**config.mk**
```make
export PLATFORM = sky130hd
export DESIGN_NAME = base64_codec_top
export DESIGN_NICKNAME = d
export VERILOG_FILES = /design/src/rtl/b64_pkg.sv /design/src/rtl/b64_group.sv /design/src/rtl/base64_codec_top.sv
export SDC_FILE = /design/constraint.sdc
export NUM_CORES = 1
export LEC_CHECK = 0
export ABC_AREA = 1
export BUFFER_PORTS_ARGS = -buffer_cell sky130_fd_sc_hd__buf_4
export CAP_MARGIN = 20
export CORE_AREA = 2 2 115 117
export DETAILED_ROUTE_END_ITERATION = 16
export DIE_AREA = 0 0 117 119
export GPL_TIMING_DRIVEN = 1
export PLACE_DENSITY = 0.78
export SYNTH_ARGS = -nofsm -noshare
export SYNTH_HDL_FRONTEND = slang
export SYNTH_SLANG_ARGS = --single-unit
```
**constraint.sdc**
```tcl
create_clock -name clk -period 5.1 [get_ports clk]
set_input_delay 0.765 -clock clk [delete_from_list [all_inputs] [get_ports clk]]
set_output_delay 0.765 -clock clk [all_outputs]
set_load 0.05 [all_outputs]
```
**src/rtl/b64_pkg.sv**
```systemverilog
// Shared types, codes and character-mapping functions for the Base64 codec.
`default_nettype none

package b64_pkg;

  // Codec mode codes
  localparam logic MODE_ENCODE = 1'b0;
  localparam logic MODE_DECODE = 1'b1;

  // Padding character
  localparam logic [7:0] PAD_CHAR = 8'h3d;

  // Character and value markers
  localparam logic [7:0] BAD_VALUE = 8'hff;

  // Input item
  typedef struct packed {
    logic [7:0] data_byte;
    logic       is_last;
  } src_item_t;

  // Result item
  typedef struct packed {
    logic [7:0] out_byte;
    logic       out_last;
    logic       out_error;
  } dst_item_t;

  // Results of one completed group, entry 0 goes out first
  typedef struct packed {
    logic [3:0][7:0] bytes;
    logic [2:0]      cnt;
    logic            last;
    logic            err;
  } grp_t;

  // Map a 6-bit value to its alphabet character
  function automatic logic [7:0] enc_char(input logic [5:0] v);
    logic [7:0] w;
    w = {2'b00, v};
    case (v) inside
      [6'd0:6'd25]:  enc_char = 8'(w + 8'd65);
      [6'd26:6'd51]: enc_char = 8'(w + 8'd71);
      [6'd52:6'd61]: enc_char = 8'(w - 8'd4);
      6'd62:         enc_char = 8'h2b;
      default:       enc_char = 8'h2f;
    endcase
  endfunction

  // Map a character to its 6-bit value, anything else gives 0xff
  function automatic logic [7:0] dec_val(input logic [7:0] c);
    case (c) inside
      [8'h41:8'h5a]: dec_val = 8'(c - 8'd65);
      [8'h61:8'h7a]: dec_val = 8'(c - 8'd71);
      [8'h30:8'h39]: dec_val = 8'(c + 8'd4);
      8'h2b:         dec_val = 8'h3e;
      8'h2f:         dec_val = 8'h3f;
      default:       dec_val = BAD_VALUE;
    endcase
  endfunction

endpackage

`default_nettype wire

```
**src/rtl/b64_group.sv**
```systemverilog
// Group assembly and one-pass encode/decode of a completed group.
`default_nettype none

module b64_group (
  input  wire logic              clk,
  input  wire logic              rst,
  input  wire logic              mode_we,
  input  wire logic              mode_wdata,
  input  wire logic              take,
  input  wire b64_pkg::src_item_t item,
  output logic                   produce,
  output b64_pkg::grp_t          grp
);

  logic            mode;
  logic [1:0]      phase;
  logic [1:0]      phase_next;
  logic [2:0][7:0] held;

  logic [7:0] d;
  logic [7:0] b0, b1, b2;
  logic [7:0] v0, v1, v2, v3;
  logic [7:0] o0, o1, o2;

  assign d = item.data_byte;

  // Decide whether this item closes a group
  always_comb begin
    if (mode == b64_pkg::MODE_DECODE) begin
      produce = item.is_last || (phase == 2'd3);
    end else begin
      produce = item.is_last || (phase == 2'd2);
    end
    phase_next = produce ? 2'd0 : 2'(phase + 2'd1);
  end

  // Hold mode, group phase and held items
  always_ff @(posedge clk) begin
    if (rst) begin
      mode  <= b64_pkg::MODE_ENCODE;
      phase <= 2'd0;
    end else if (mode_we) begin
      mode  <= mode_wdata;
      phase <= 2'd0;
    end else if (take) begin
      phase <= phase_next;
    end
  end

  always_ff @(posedge clk) begin
    if (take && (phase != 2'd3)) begin
      held[phase] <= d;
    end
  end

  // Encode operands: missing bytes of a short group read as zero
  always_comb begin
    b0 = (phase == 2'd0) ? d : held[0];
    case (phase)
      2'd1:    b1 = d;
      2'd2:    b1 = held[1];
      default: b1 = 8'd0;
    endcase
    b2 = (phase == 2'd2) ? d : 8'd0;
  end

  // Decode operands and output bytes
  always_comb begin
    v0 = b64_pkg::dec_val(held[0]);
    v1 = b64_pkg::dec_val(held[1]);
    v2 = b64_pkg::dec_val(held[2]);
    v3 = b64_pkg::dec_val(d);
    o0 = 8'(v0 << 2) | (v1 >> 4);
    o1 = (8'(v1 << 4) & 8'hf0) | (v2 >> 2);
    o2 = (8'(v2 << 6) & 8'hc0) | v3;
  end

  // Build the group result
  always_comb begin
    grp = '0;
    if (mode == b64_pkg::MODE_DECODE) begin
      if (phase != 2'd3) begin
        // short final quad: one error result
        grp.cnt  = 3'd1;
        grp.last = 1'b1;
        grp.err  = 1'b1;
      end else begin
        grp.bytes[0] = o0;
        grp.bytes[1] = o1;
        grp.bytes[2] = o2;
        grp.last     = item.is_last;
        grp.cnt      = 3'd3;
        if (item.is_last && (d == b64_pkg::PAD_CHAR)) begin
          if (held[2] != b64_pkg::PAD_CHAR) begin
            grp.cnt = 3'd2;
          end else if (held[1] != b64_pkg::PAD_CHAR) begin
            grp.cnt = 3'd1;
          end
        end
      end
    end else begin
      grp.bytes[0] = b64_pkg::enc_char(b0[7:2]);
      grp.bytes[1] = b64_pkg::enc_char({b0[1:0], b1[7:4]});
      grp.bytes[2] = (phase != 2'd0) ? b64_pkg::enc_char({b1[3:0], b2[7:6]})
                                     : b64_pkg::PAD_CHAR;
      grp.bytes[3] = (phase == 2'd2) ? b64_pkg::enc_char(b2[5:0])
                                     : b64_pkg::PAD_CHAR;
      grp.cnt      = 3'd4;
      grp.last     = item.is_last;
    end
  end

endmodule

`default_nettype wire

```
**src/rtl/base64_codec_top.sv**
```systemverilog
// Top level of the streaming Base64 codec: group logic, result buffer, output register.
// A closing item loads its group's results into the buffer; each then passes the output register.
// Throughput: one result per cycle on the output while dst_stall is low; a group's results
//   leave its buffer one per cycle while the output register is free to take them.
// Items that close no group are taken every cycle; a closing item waits for the buffer.
// Reset (rst, synchronous): mode goes to encode, group phase, buffer and output clear.
`default_nettype none

module base64_codec_top (
  input  wire logic               clk,
  input  wire logic               rst,
  input  wire logic               mode_we,
  input  wire logic               mode_wdata,
  input  wire logic               src_valid,
  output logic                    src_stall,
  input  wire b64_pkg::src_item_t src_item,
  output logic                    dst_valid,
  input  wire logic               dst_stall,
  output b64_pkg::dst_item_t      dst_item
);

  logic            produce;
  b64_pkg::grp_t   grp;
  logic            take;
  logic            load;
  logic            mv;
  logic            buf_free;
  logic [3:0][7:0] buf_bytes;
  logic [2:0]      rem;
  logic            buf_last;
  logic            buf_err;

  b64_group u_group (
    .clk        (clk),
    .rst        (rst),
    .mode_we    (mode_we),
    .mode_wdata (mode_wdata),
    .take       (take),
    .item       (src_item),
    .produce    (produce),
    .grp        (grp)
  );

  // Move one result when the output register is empty or being taken
  assign mv        = (rem != 3'd0) && (!dst_valid || !dst_stall);
  assign buf_free  = (rem == 3'd0) || (mv && (rem == 3'd1));
  assign src_stall = produce && !buf_free;
  assign take      = src_valid && !src_stall;
  assign load      = take && produce;

  // Load a finished group, else advance by one entry
  always_ff @(posedge clk) begin
    if (rst) begin
      rem <= 3'd0;
    end else if (load) begin
      rem <= grp.cnt;
    end else if (mv) begin
      rem <= 3'(rem - 3'd1);
    end
  end

  always_ff @(posedge clk) begin
    if (load) begin
      buf_bytes <= grp.bytes;
      buf_last  <= grp.last;
      buf_err   <= grp.err;
    end else if (mv) begin
      buf_bytes <= {8'd0, buf_bytes[3:1]};
    end
  end

  // Output register
  always_ff @(posedge clk) begin
    if (rst) begin
      dst_valid <= 1'b0;
    end else if (mv) begin
      dst_valid <= 1'b1;
    end else if (!dst_stall) begin
      dst_valid <= 1'b0;
    end
  end

  always_ff @(posedge clk) begin
    if (mv) begin
      dst_item.out_byte  <= buf_bytes[0];
      dst_item.out_last  <= buf_last && (rem == 3'd1);
      dst_item.out_error <= buf_err;
    end
  end

endmodule

`default_nettype wire

```
==> results of run 1 <==
[final timing paths]
| kind | slack, ps | from | cells past startpoint | end |
|---|---|---|---|---|
| hold / removal | 420 | buf_bytes[3] | 0 | dst_item[5] |
| setup reg to reg | 1730 | u_group.phase[0] | 15 | buf_bytes[10] |
| setup / recovery | 1730 | u_group.phase[0] | 15 | buf_bytes[10] |
| hold reg to reg | 420 | buf_bytes[3] | 0 | dst_item[5] |
[area by class of cell]
| cell class | count | area share [%] |
|---|---|---|
| clock buffer | 9 | 2.735 |
| clock inverter | 7 | 0.6989 |
| inverter | 135 | 6.153 |
| multi-input combinational | 863 | 58.42 |
| sequential | 75 | 26.50 |
| tap | 176 | 2.674 |
| timing repair buffer | 31 | 2.826 |
[flip-flops by register name, summed over array words and instances (netlist names)]
name           flops
buf_bytes         32
u_group.held      24
dst_item          10
rem                3
u_group.phase      2
buf_err            1
buf_last           1
dst_valid          1
u_group.mode       1
[where the power goes]
group	switching (W)	internal (W)	total, W
registers	0.0000826	0.000973	0.00106
logic	0.000625	0.000274	0.000898
clock network	0.000272	0.000338	0.000610
[kinds of logic (layout without fill, tap and decap cells)]
kind of cell | Yosys count | count (layout)
AO/OA/AOI/OAI | 152 | 152
XOR/XNOR | 43 | 43
adder cells (fa/ha/maj) | 72 | 72
buffers and inverters | 159 | 182
flip-flops | 75 | 75
AND/OR/NAND/NOR | 596 | 596
[Yosys cell counts (all sizes together) (10+ instances only)]
master  count
nand2     334
o211ai     11
buf        20
o21ai      62
inv       135
or2        13
nor3       16
edfxtp     68
nand3b     10
nand3     113
a21oi      47
xor2       34
nor2       93
nand4      16
ha         72
[stage by stage]
step	setup WS [ps]	utilization, %	total power (W)	hold WS (ps)	cells
final	1727	63.97	0.002564	418.0	1296
after global routing	1449	63.97	0.002710	434.4	1296
after CTS	1804	63.97	0.002565	420.1	1296
after detailed placement	1823	61.77	0.001959	405.4	1280
after global placement	1896	61.77	0.001940	401.2	1280
after floorplan	2222	-	0.001697	400.3	1097
[routing by layer]
layer	wire length, um	up-vias
met4	1082	0
li1	-	3661
met1	8388	3442
met5	0	-
met2	10000	386
met3	1675	91
==> results.sh, run 1 <==
export IMPL_route_detailed_drc=0
export IMPL_final_cell_mix="nand2_1, inv_1, nand3_1"
export IMPL_tns_ps=0
export IMPL_crit_required_ps=5200
export IMPL_cp_slowest_cell="ha_1"
export IMPL_ir_worst_vdd_mv=0.1569
export IMPL_dr_total_vias=7580
export IMPL_cts_buffers=9
export IMPL_grt_use_total_pct=31.32
export IMPL_synth_edf_count=68
export IMPL_post_cts_repair_setup_buffers=0
export IMPL_synth_largest_area_cell="edfxtp_1"
export IMPL_htreeDepth=3
export IMPL_yosys_warnings=0
export IMPL_async_reset_ff_share_pct=0
export IMPL_tightestPinTransition_ps=997.7
export IMPL_worstHoldPathType="register to register"
export IMPL_finalHoldViolCount=0
export IMPL_path_delay_family="buffers and inverters"
export IMPL_antenna_left=0
export IMPL_multi_input_area_mm2=0.004811
export IMPL_fmax_ghz=0.2965
export IMPL_final_common_cell="nand2_1"
export IMPL_antenna_cells=0
export IMPL_post_dp_hpwl_um=16030
export IMPL_synth_compound_area_share_pct=11.69
export IMPL_first_pass_iters=7
export IMPL_grt_use_met1_pct=39.36
export IMPL_synthFlopType="edfxtp_1"
export IMPL_die_w_um=117
export IMPL_rsz0062_at_grt="no"
export IMPL_drive_gt1_share_pct=8.929
export IMPL_start_util_pct=59.38
export IMPL_crit_type="register to register"
export IMPL_synth_simple_gate_area_share_pct=34.53
export IMPL_use_met3_pct=6.209
export IMPL_core_area_mm2=0.01287
export IMPL_syn_inst=1097
export IMPL_clockBufferDepth=2
export IMPL_power_leakage_nw=3.934
export IMPL_io_pins=27
export IMPL_row_count=42
export IMPL_clkLatencyLatePin_ps=350
export IMPL_grt_pass1_vias=7072
export IMPL_routedWlPerCell_um=16.32
export IMPL_maxSlewHeadroom_pct=33.49
export IMPL_synth_top_area_share_pct=26.71
export IMPL_max_stage_delay_ps=830
export IMPL_ctsRootBufferMaster="clkbuf_16"
export IMPL_ys_top_cells_by_area="edfxtp_1, nand2_1, ha_1"
export IMPL_powerDensity_mw_per_mm2=311.3
export IMPL_crit_path_end_kind="register"
export IMPL_cp_start_kind="register"
export IMPL_antenna_found_initial=0
export IMPL_clock_skew_final_ps=7.126
export IMPL_synth_area_mux_share_pct=0
export IMPL_layout_nets=1202
export IMPL_path_cells="inv_1 -> ha_1 -> nand2_1 -> nand3_1 -> nand3_1 -> nand2_1 -> inv_1 -> nand2_1 -> buf_4 -> nor2_1 -> buf_4 -> inv_1 -> a21oi_1 -> nand2_1 -> nand2_1"
export IMPL_clkSinkCount=75
export IMPL_synth_xor_area_share_pct=4.926
export IMPL_synthDistinctLibCells=47
export IMPL_min_period_ps=3373
export IMPL_grt_ovfl_total=0
export IMPL_io_buffers=26
export IMPL_synth_ff_latch_count=75
export IMPL_critPathBufInv=5
export IMPL_cts_hold_buf=0
export IMPL_grt_busiest_layer="met2"
export IMPL_grt_max_degree=31
export IMPL_drv_cap=0
export IMPL_gp_congestion=1.005
export IMPL_syn_to_final_growth_pct=7.725
export IMPL_cts_resized=0
export IMPL_path_max_fanout=30
export IMPL_syn_num_nets=1184
export IMPL_synth_adder_area_share_pct=11.78
export IMPL_wl_um=21150
export IMPL_status="completed"
export IMPL_cts_tree="yes"
export IMPL_clkSlewWorstSetupHoldPaths_ps=60
export IMPL_syn_area_mm2=0.007645
export IMPL_synth_top_family_by_area="simple AND/OR/NAND/NOR gates"
export IMPL_drv_slew=0
export IMPL_setup_viol=0
export IMPL_drtIter0Drc=901
export IMPL_placed_area_mm2=0.007953
export IMPL_avgSynthCellArea_um2=6.969
export IMPL_avgViaCountPerCell=5.849
export IMPL_use_met2_pct=51.01
export IMPL_die_y_um=119
export IMPL_die_area_mm2=0.01392
export IMPL_grt_pass1_wl_um=34080
export IMPL_cpMostUsedCell="nand2_1"
export IMPL_period_share_pct=66.14
export IMPL_fillCellCount=1189
export IMPL_final_area_mm2=0.008235
export IMPL_yosysSeqAreaShare_pct=28.54
export IMPL_seq_area_mm2=0.002182
export IMPL_cp_arrival_ps=3470
No activity file was read; power rests on OpenSTA's default activity.
==> run 2: changes to the inputs <==
==> constraint.sdc (replaced) <==
create_clock -name clk -period 3.3 [get_ports clk]
set_input_delay 0.495 -clock clk [delete_from_list [all_inputs] [get_ports clk]]
set_output_delay 0.495 -clock clk [all_outputs]
set_load 0.05 [all_outputs]
==> run 2 against run 1 <==
First-iteration DRC count fell by 19%. Final cell count is 0.93% higher. Sequential power up 54%. Global-route usage is 0.44 points higher. Sequential share of layout area down 0.29 points. Critical path depth is the same. Cell area up 1.1%. Register-to-register slack lost 1400 ps. Via count is 0.55% higher. Sequential cell count unchanged. Routed wire length grew 1.1%. Critical endpoint is now buf_bytes[5].
==> results.sh, run 2 (same netlist as run 1, synthesis figures left out) <==
export IMPL_path_max_fanout=14
export IMPL_crit_required_ps=3390
export IMPL_status="completed"
export IMPL_io_pins=27
export IMPL_power_leakage_nw=3.983
export IMPL_wl_um=21390
export IMPL_syn_to_final_growth_pct=8.903
export IMPL_antenna_found_initial=0
export IMPL_antenna_left=0
export IMPL_clock_skew_final_ps=9.389
export IMPL_worstHoldPathType="input pin to register"
export IMPL_cp_slowest_cell="dfxtp_1"
export IMPL_reg_top3="buf_bytes (32), u_group.held (24), dst_item (10)"
export IMPL_drive_gt1_share_pct=9.894
export IMPL_period_share_pct=89.39
export IMPL_route_detailed_drc=0
export IMPL_start_util_pct=59.38
export IMPL_post_dp_hpwl_um=16480
export IMPL_avgViaCountPerCell=5.827
export IMPL_post_cts_repair_setup_buffers=0
export IMPL_crit_path_end_kind="register"
export IMPL_die_area_mm2=0.01392
export IMPL_finalHoldViolCount=0
export IMPL_row_count=42
export IMPL_io_buffers=26
export IMPL_cp_start_kind="register"
export IMPL_cp_arrival_ps=3040
export IMPL_die_w_um=117
export IMPL_grt_max_degree=36
export IMPL_largest_reg_flops=32
export IMPL_crit_type="register to register"
export IMPL_powerDensity_mw_per_mm2=481.8
export IMPL_clkSinkCount=75
export IMPL_drtIter0Drc=730
export IMPL_layout_nets=1214
export IMPL_cts_tree="yes"
export IMPL_final_common_cell="nand2_1"
export IMPL_dr_total_vias=7622
export IMPL_grt_pass1_wl_um=34470
export IMPL_final_cell_mix="nand2_1, inv_1, nand3_1"
export IMPL_htreeDepth=3
export IMPL_ir_worst_vdd_mv=0.2858
export IMPL_die_y_um=119
export IMPL_largest_register="buf_bytes"
export IMPL_cts_hold_buf=0
export IMPL_min_period_ps=2950
export IMPL_clkLatencyLatePin_ps=360
export IMPL_routedWlPerCell_um=16.36
export IMPL_fillCellCount=1157
export IMPL_gp_congestion=0.9838
export IMPL_cts_buffers=9
export IMPL_max_stage_delay_ps=370
export IMPL_drv_slew=0
export IMPL_clkSlewWorstSetupHoldPaths_ps=70
export IMPL_maxSlewHeadroom_pct=58.45
export IMPL_tightestPinTransition_ps=620.9
export IMPL_core_area_mm2=0.01287
export IMPL_setup_viol=0
export IMPL_cts_resized=0
export IMPL_grt_use_total_pct=31.76
export IMPL_drv_cap=0
export IMPL_tns_ps=0
export IMPL_rsz0062_at_grt="no"
export IMPL_ctsRootBufferMaster="clkbuf_16"
export IMPL_path_cells="inv_1 -> ha_1 -> inv_2 -> nand2_1 -> nand2_1 -> inv_1 -> ha_1 -> a21oi_1 -> nor2_1 -> nand2_1 -> nand2_2 -> inv_1 -> a21oi_1 -> a21oi_1 -> o21ai_0"
export IMPL_clockBufferDepth=2
export IMPL_first_pass_iters=6
export IMPL_grt_pass1_vias=6989
export IMPL_grt_ovfl_total=0
export IMPL_holdWs_ps=311.1
export IMPL_fmax_ghz=0.3390
export IMPL_antenna_cells=0
run 2: path summary, 6_finish.rpt:
path / slack, ps / start / depth (start not counted) / endpoint
setup reg to reg: 350 / u_group.phase[0] / 15 / buf_bytes[5]
hold / removal: 310 / rst / 2 / dst_valid
hold reg to reg: 420 / buf_bytes[7] / 0 / dst_item[9]
setup / recovery: 350 / u_group.phase[0] / 15 / buf_bytes[5]
run 2: layout make-up:
cell class                 count  area, um^2  area share, %
clock buffer                   9       225.2          2.705
clock inverter                 7       57.56         0.6913
multi-input combinational    863        4811          57.78
sequential                    75        2182          26.21
tap                          176       220.2          2.645
timing repair buffer          43       322.8          3.877
inverter                     135       506.7          6.087
run 2: metrics by stage:
step | worst slack [ps] | cells | total power [W] | util, % | area (um^2)
floorplan | 628.3 | 1097 | 0.002623 | - | 7645
global placement | 450.3 | 1292 | 0.003022 | 62.47 | 8043
detailed placement | 402.3 | 1292 | 0.003054 | 62.47 | 8043
CTS | 392.4 | 1308 | 0.004005 | 64.66 | 8325
global route | 139.5 | 1308 | 0.004225 | 64.66 | 8325
finish | 350.2 | 1308 | 0.004011 | 64.66 | 8325
run 2: worst max-delay path, delay by kind of cell (launching register included):
| kind | cells | cell delay, ps |
|---|---|---|
| AO/OA/AOI/OAI | 4 | 720 |
| buffers and inverters | 4 | 610 |
| adder cells (fa/ha/maj) | 2 | 520 |
| AND/OR/NAND/NOR | 5 | 460 |
| flip-flops | 1 | 370 |
run 2: per-layer routing:
layer	vias up	global-route usage [%]	wire, um
met5	-	0	0
met4	0	13.31	774
met3	62	5.242	1524
met2	393	53.50	10360
met1	3477	39.92	8734
li1	3690	-	-
run 2: report_power, final:
part,internal [W],leakage (nW),switching [W],total [W]
sequential,0.00150,0.722,0.000125,0.00163
combinational,0.000432,3.13,0.000987,0.00142
clock,0.000521,0.135,0.000443,0.000964
total,0.00246,3.98,0.00155,0.00401
